`src/sv/rvc_pkg.sv`:
```
// ----------------------------------------------------------------------------
// rvc_pkg
// Shared types, opcodes and sizes of the RV32I multicycle integer core.
// ----------------------------------------------------------------------------
package rvc_pkg;

	localparam int MEM_ADDR_W = 18;
	localparam int MEM_BYTES  = 1 << MEM_ADDR_W;
	localparam int NUM_REGS   = 32;
	localparam int REG_IDX_W  = 5;
	localparam int HALT_W     = 18;
	localparam logic [HALT_W-1:0] HALT_RESET = 18'h30004;
	localparam logic [REG_IDX_W-1:0] EXIT_REG = 5'd10;

	localparam logic [6:0] OP_LUI    = 7'h37;
	localparam logic [6:0] OP_AUIPC  = 7'h17;
	localparam logic [6:0] OP_JAL    = 7'h6F;
	localparam logic [6:0] OP_JALR   = 7'h67;
	localparam logic [6:0] OP_BRANCH = 7'h63;
	localparam logic [6:0] OP_LOAD   = 7'h03;
	localparam logic [6:0] OP_STORE  = 7'h23;
	localparam logic [6:0] OP_IMM    = 7'h13;
	localparam logic [6:0] OP_REG    = 7'h33;

	localparam logic [2:0] F3_ADD  = 3'd0;
	localparam logic [2:0] F3_SLL  = 3'd1;
	localparam logic [2:0] F3_SLT  = 3'd2;
	localparam logic [2:0] F3_SLTU = 3'd3;
	localparam logic [2:0] F3_XOR  = 3'd4;
	localparam logic [2:0] F3_SR   = 3'd5;
	localparam logic [2:0] F3_OR   = 3'd6;
	localparam logic [2:0] F3_AND  = 3'd7;

	localparam logic [2:0] F3_BEQ  = 3'd0;
	localparam logic [2:0] F3_BNE  = 3'd1;
	localparam logic [2:0] F3_BLT  = 3'd4;
	localparam logic [2:0] F3_BGE  = 3'd5;
	localparam logic [2:0] F3_BLTU = 3'd6;
	localparam logic [2:0] F3_BGEU = 3'd7;

	localparam logic [2:0] F3_LB  = 3'd0;
	localparam logic [2:0] F3_LH  = 3'd1;
	localparam logic [2:0] F3_LW  = 3'd2;
	localparam logic [2:0] F3_LBU = 3'd4;
	localparam logic [2:0] F3_LHU = 3'd5;

	localparam logic [2:0] F3_SB = 3'd0;
	localparam logic [2:0] F3_SH = 3'd1;
	localparam logic [2:0] F3_SW = 3'd2;

	localparam logic [6:0] F7_BASE = 7'h00;
	localparam logic [6:0] F7_ALT  = 7'h20;

	typedef struct packed {
		logic        mode;
		logic [17:0] load_address;
		logic [7:0]  load_byte;
	} in_t;

	typedef struct packed {
		logic [31:0] instr_pc;
		logic [31:0] next_pc;
		logic        reg_written;
		logic [4:0]  reg_index;
		logic [31:0] reg_value;
		logic        halted;
		logic [7:0]  exit_code;
	} out_t;

	typedef struct packed {
		logic accept;
		logic accept_load;
		logic fetch;
		logic rs1;
		logic rs2;
		logic exec;
		logic mem;
		logic finish;
	} cmd_t;

	typedef struct packed {
		logic stopped;
		logic load_req;
		logic fetch_done;
		logic exec_mem;
		logic mem_done;
	} status_t;

	typedef enum logic [6:0] {
		ST_IDLE  = 7'b0000001,
		ST_FETCH = 7'b0000010,
		ST_RS1   = 7'b0000100,
		ST_RS2   = 7'b0001000,
		ST_EXEC  = 7'b0010000,
		ST_MEM   = 7'b0100000,
		ST_DONE  = 7'b1000000
	} state_t;

endpackage

```
`src/sv/rvc_ctrl.sv`:
```
// ----------------------------------------------------------------------------
// rvc_ctrl
// Instruction sequencer: steps each instruction through fetch, register read,
// execute, memory access and hand-off; byte-load and halted words skip to it.
// ----------------------------------------------------------------------------
module rvc_ctrl (
	input  logic             clk,
	input  logic             arst_n,
	input  logic             in_valid,
	output logic             in_ready,
	output logic             out_valid,
	input  logic             out_ready,
	input  rvc_pkg::status_t st,
	output rvc_pkg::cmd_t    cmd
);

	rvc_pkg::state_t state_q, state_d;
	logic out_valid_q;
	logic fire;

	assign in_ready  = (state_q == rvc_pkg::ST_IDLE);
	assign out_valid = out_valid_q;
	assign fire      = (state_q == rvc_pkg::ST_DONE) && (!out_valid_q || out_ready);

	always_comb begin
		cmd             = '0;
		cmd.accept      = in_ready && in_valid;
		cmd.accept_load = cmd.accept && st.load_req && !st.stopped;
		cmd.fetch       = (state_q == rvc_pkg::ST_FETCH);
		cmd.rs1         = (state_q == rvc_pkg::ST_RS1);
		cmd.rs2         = (state_q == rvc_pkg::ST_RS2);
		cmd.exec        = (state_q == rvc_pkg::ST_EXEC);
		cmd.mem         = (state_q == rvc_pkg::ST_MEM);
		cmd.finish      = fire;
	end

	always_comb begin
		state_d = state_q;
		case (state_q)
			rvc_pkg::ST_IDLE: begin
				if (in_valid) begin
					state_d = (st.stopped || st.load_req) ? rvc_pkg::ST_DONE : rvc_pkg::ST_FETCH;
				end
			end
			rvc_pkg::ST_FETCH: begin
				if (st.fetch_done) state_d = rvc_pkg::ST_RS1;
			end
			rvc_pkg::ST_RS1:  state_d = rvc_pkg::ST_RS2;
			rvc_pkg::ST_RS2:  state_d = rvc_pkg::ST_EXEC;
			rvc_pkg::ST_EXEC: state_d = st.exec_mem ? rvc_pkg::ST_MEM : rvc_pkg::ST_DONE;
			rvc_pkg::ST_MEM: begin
				if (st.mem_done) state_d = rvc_pkg::ST_DONE;
			end
			rvc_pkg::ST_DONE: begin
				if (fire) state_d = rvc_pkg::ST_IDLE;
			end
			default: state_d = rvc_pkg::ST_IDLE;
		endcase
	end

	always_ff @(posedge clk or negedge arst_n) begin
		if (!arst_n) begin
			state_q     <= rvc_pkg::ST_IDLE;
			out_valid_q <= 1'b0;
		end else begin
			state_q <= state_d;
			if (fire) begin
				out_valid_q <= 1'b1;
			end else if (out_ready) begin
				out_valid_q <= 1'b0;
			end
		end
	end

endmodule

```
`config.mk`:
```
export PLATFORM = sky130hd
export DESIGN_NAME = rvc_ctrl
export DESIGN_NICKNAME = d
export VERILOG_FILES = /design/src/sv/rvc_pkg.sv /design/src/sv/rvc_ctrl.sv
export SDC_FILE = /design/constraint.sdc
export NUM_CORES = 1
export LEC_CHECK = 0
export CAP_MARGIN = 15
export CORE_UTILIZATION = 35
export CTS_CLUSTER_SIZE = 24
export DETAILED_ROUTE_END_ITERATION = 7
export DONT_BUFFER_PORTS = 1
export MAX_ROUTING_LAYER = met4
export REMOVE_ABC_BUFFERS = 1
export SLEW_MARGIN = 20
export SYNTH_ARGS = -nofsm -noshare
export SYNTH_HDL_FRONTEND = slang
export SYNTH_SLANG_ARGS = --single-unit
```
`constraint.sdc`:
```
create_clock -name clk -period 3.3 [get_ports clk]
set_input_delay 0.825 -clock clk [delete_from_list [all_inputs] [get_ports clk]]
set_output_delay 0.825 -clock clk [all_outputs]
set_load 0.02 [all_outputs]
```
==> insert_results.sql <==
INSERT INTO impl_metrics (metric_group, metric, value, unit) VALUES
('run_status', 'run_status', 'finished clean', ''),
('routing', 'dr.pass1.iters', '4', ''),
('routing', 'detail_route.vias_per_cell', '5.88', ''),
('power_and_ir_drop', 'powerDensity', '765', 'nW/um^2'),
('grt', 'grt_overflow_total', '0', ''),
('grt', 'grt_antenna_before_repair', '0', ''),
('grt', 'first_global_vias', '445', ''),
('layout', 'post_route_cells_drive_above_1_share', '0.149', ''),
('sta', 'finalHoldViolations', '0', ''),
('routing', 'routed-via-count', '488', ''),
('layout', 'layout.cells.most_common_list', 'nor2_1 (10), dfrtp_1 (7), nand2_1 (5), nor3b_1 (5)', ''),
('placement', 'gp_congestion', '0.781', ''),
('die', 'pin_count', '19', ''),
('layout', 'layout_commonest_cell', 'nor2_1', ''),
('sta', 'max_slew.worst_pin.slew', '0.676', 'ns'),
('routing', 'drt_drc_violations_left', '0', ''),
('die', 'initial_utilization', '0.380', ''),
('sta', 'rsz0062_at_grt', 'false', ''),
('layout', 'final.fill_count', '164', ''),
('yosys', 'synth_cell_type_count', '33', ''),
('clocking', 'number_of_sinks_on_the_clock_net', '8', ''),
('worst_setup_path', 'worst_setup_path_start_kind', 'register', ''),
('sta', 'finalMaxSlewViolations', '0', ''),
('clocking', 'clk_transition_reported_paths', '0.05', 'ns'),
('clocking', 'post_cts.repair.setup_buffers', '0', ''),
('power_and_ir_drop', 'p_leak', '0.263', 'nW'),
('placement', 'io_buffers', '0', ''),
('sta', 'timing.final.crit_period', '2.59', 'ns'),
('sta', 'setup_total_negative_slack', '0', 'ns'),
('yosys', 'post_synth_instance_area', '586', 'sq um'),
('die', 'die_area', '1840', 'sq um'),
('sta', 'worst_slew_margin_rel', '0.549', ''),
('clocking', 'htree_num_levels', '1', ''),
('yosys', 'ys.warnings.count', '0', ''),
('hold_path', 'hold_path.class', 'in2async', ''),
('worst_setup_path', 'worst-r2r-setup-slack', '1.82', 'ns'),
('clocking', 'cts_made_buffers', '3', ''),
('sta', 'final.period_utilization', '0.786', ''),
('clocking', 'clock_tree.root_cell', 'clkbuf_4', ''),
('yosys', 'netlist_instances', '68', ''),
('worst_setup_path', 'cp.required', '2.47', 'ns'),
('routing', 'ant_nets', '0', ''),
('worst_setup_path', 'worst-path-max-fanout', '7', ''),
('worst_setup_path', 'crit_arrival', '1.77', 'ns'),
('clocking', 'clkLatencyLatePin', '0.25', 'ns'),
('layout', 'net_count_of_the_finished_layout', '77', ''),
('worst_setup_path', 'r2r.worst_path.cells', '4', ''),
('job', 'maxCapViolCount', '0', ''),
('layout', 'area_growth_syn_to_layout', '2.78', '%'),
('grt', 'wire_length_of_the_first_global_routing_pass', '1990', 'um'),
('sta', 'hold_slack', '0.260', 'ns'),
('sta', 'clock_skew', '0.000830', 'ns'),
('sta', 'setup_viol', '0', ''),
('clocking', 'hold_buffers', '0', ''),
('routing', 'first_iteration_detailed_routing_drc_count', '7', ''),
('die', 'core_region_area', '1540', 'sq um'),
('grt', 'grt_use_total', '0.155', ''),
('layout', 'insertedDiodeCount', '0', ''),
('routing', 'route.detailed.wl_per_inst', '14.6', 'um'),
('power_and_ir_drop', 'power.ir.vdd_worst', '0.000285', 'V'),
('die', 'die_width', '42.9', 'um'),
('routing', 'route.final.wire_length', '1210', 'um'),
('yosys', 'number_of_flip_flops_and_latches_in_the_synthesized_netlist', '8', ''),
('worst_setup_path', 'worstSetupEndpointType', 'output pin', ''),
('die', 'core.rowCount', '14', ''),
('yosys', 'yosysSeqAreaShare', '0.344', ''),
('clocking', 'postCtsResizedCells', '0', ''),
('clocking', 'tritoncts', 'yes', ''),
('clocking', 'clockBufferDepth', '2', ''),
('grt', 'pin_count_of_the_biggest_net_entering_global_routing', '11', ''),
('die', 'die_height', '42.9', 'um'),
('worst_setup_path', 'worst-setup-path-type', 'reg2out', ''),
('sta', 'fmaxAchievable', '0.386', 'GHz'),
('placement', 'dp_hpwl', '922', 'um'),
('yosys', 'post_synth.cell_area_avg', '8.61', 'sq um');
==> state kept, by name, indices dropped and copies added, names as in the netlist <==
signal,cells
out_valid,1
state_q,7
==> cells in the mapped netlist <==
library cell  count  area [sq um]
and2_1            1          6.26
o21ai_0           1          5.00
buf_4             2          15.0
xor2_1            1          8.76
o22ai_1           3          18.8
o22a_1            1          8.76
o22ai_2           2          25.0
clkbuf_2          1          5.00
inv_1             2          7.51
nand2_2           1          6.26
buf_2             2          10.0
nor3_1            2          10.0
nor3b_1           5          37.5
a221oi_1          1          8.76
nand3_1           2          10.0
o21a_1            1          7.51
nand4_1           1          6.26
and4bb_2          1          12.5
nor4b_1           1          8.76
nor4_1            1          6.26
or2b_1            1          7.51
nand2b_1          2          12.5
a21oi_1           2          10.0
nor3_2            1          10.0
and3_1            1          6.26
or3_1             1          6.26
dfstp_2           1          26.3
nor4b_4           1          23.8
dfrtp_1           7           175
nand2_1           5          18.8
and3b_1           1          8.76
nor2_1           10          37.5
nor2b_1           3          18.8
==> per-layer routing <==
layer  GRT usage  wire (um)  vias to the layer above
met5           -          0                        -
li1            -          -                      243
met4       0.113         28                        0
met2       0.206        563                       20
met1       0.208        557                      221
met3      0.0298         60                        4
==> layout make-up <==
| type | instances | area [sq um] | area share |
|---|---|---|---|
| multi-input cells | 53 | 347 | 0.576 |
| flip-flops and latches | 8 | 201 | 0.335 |
| clock buffers | 4 | 26.3 | 0.0437 |
| well taps | 16 | 20.0 | 0.0333 |
| inverters | 2 | 7.51 | 0.0125 |
==> metrics by stage <==
stage	cells	power, mW	instance area (sq um)	util	setup WS (ns)
final	83	0.461	602	0.390	0.707
after global routing	83	0.502	602	0.390	0.588
after CTS	83	0.467	602	0.390	0.681
after detailed placement	79	0.382	576	0.373	0.966
after global placement	79	0.380	576	0.373	0.965
after floorplan	63	0.344	556	-	1.05
==> worst max-delay path, stage by stage (launching register included) <==
cell and delay (ns):
dfstp_2 0.59, nor4b_4 0.27, and3_1 0.34, and3b_1 0.31
==> kinds of logic (layout without fill, tap and decap cells) <==
| logic type | Yosys count | after routing | share of synthesized area |
|---|---|---|---|
| flip-flops | 8 | 8 | 0.344 |
| AO/OA/AOI/OAI | 11 | 11 | 0.143 |
| XOR/XNOR | 1 | 1 | 0.0150 |
| AND/OR/NAND/NOR | 41 | 41 | 0.434 |
| buffers and inverters | 7 | 6 | 0.0641 |
==> report_power, final <==
part | switching, mW | leakage (nW) | internal [mW]
sequential | 0.0466 | 0.106 | 0.125
combinational | 0.126 | 0.141 | 0.0820
clock | 0.0343 | 0.0150 | 0.0463
total | 0.207 | 0.263 | 0.254
==> path summary, 6_finish.rpt <==
path / startpoint / end
setup / recovery: state_q[0] / cmd[6]
setup reg to reg: state_q[0] / state_q[1]
hold / removal: arst_n / out_valid
max in group asynchronous: arst_n / state_q[0]
hold reg to reg: state_q[3] / state_q[3]
min in group clk: state_q[3] / state_q[3]
Note: power is estimated with default switching activity, not from simulation.
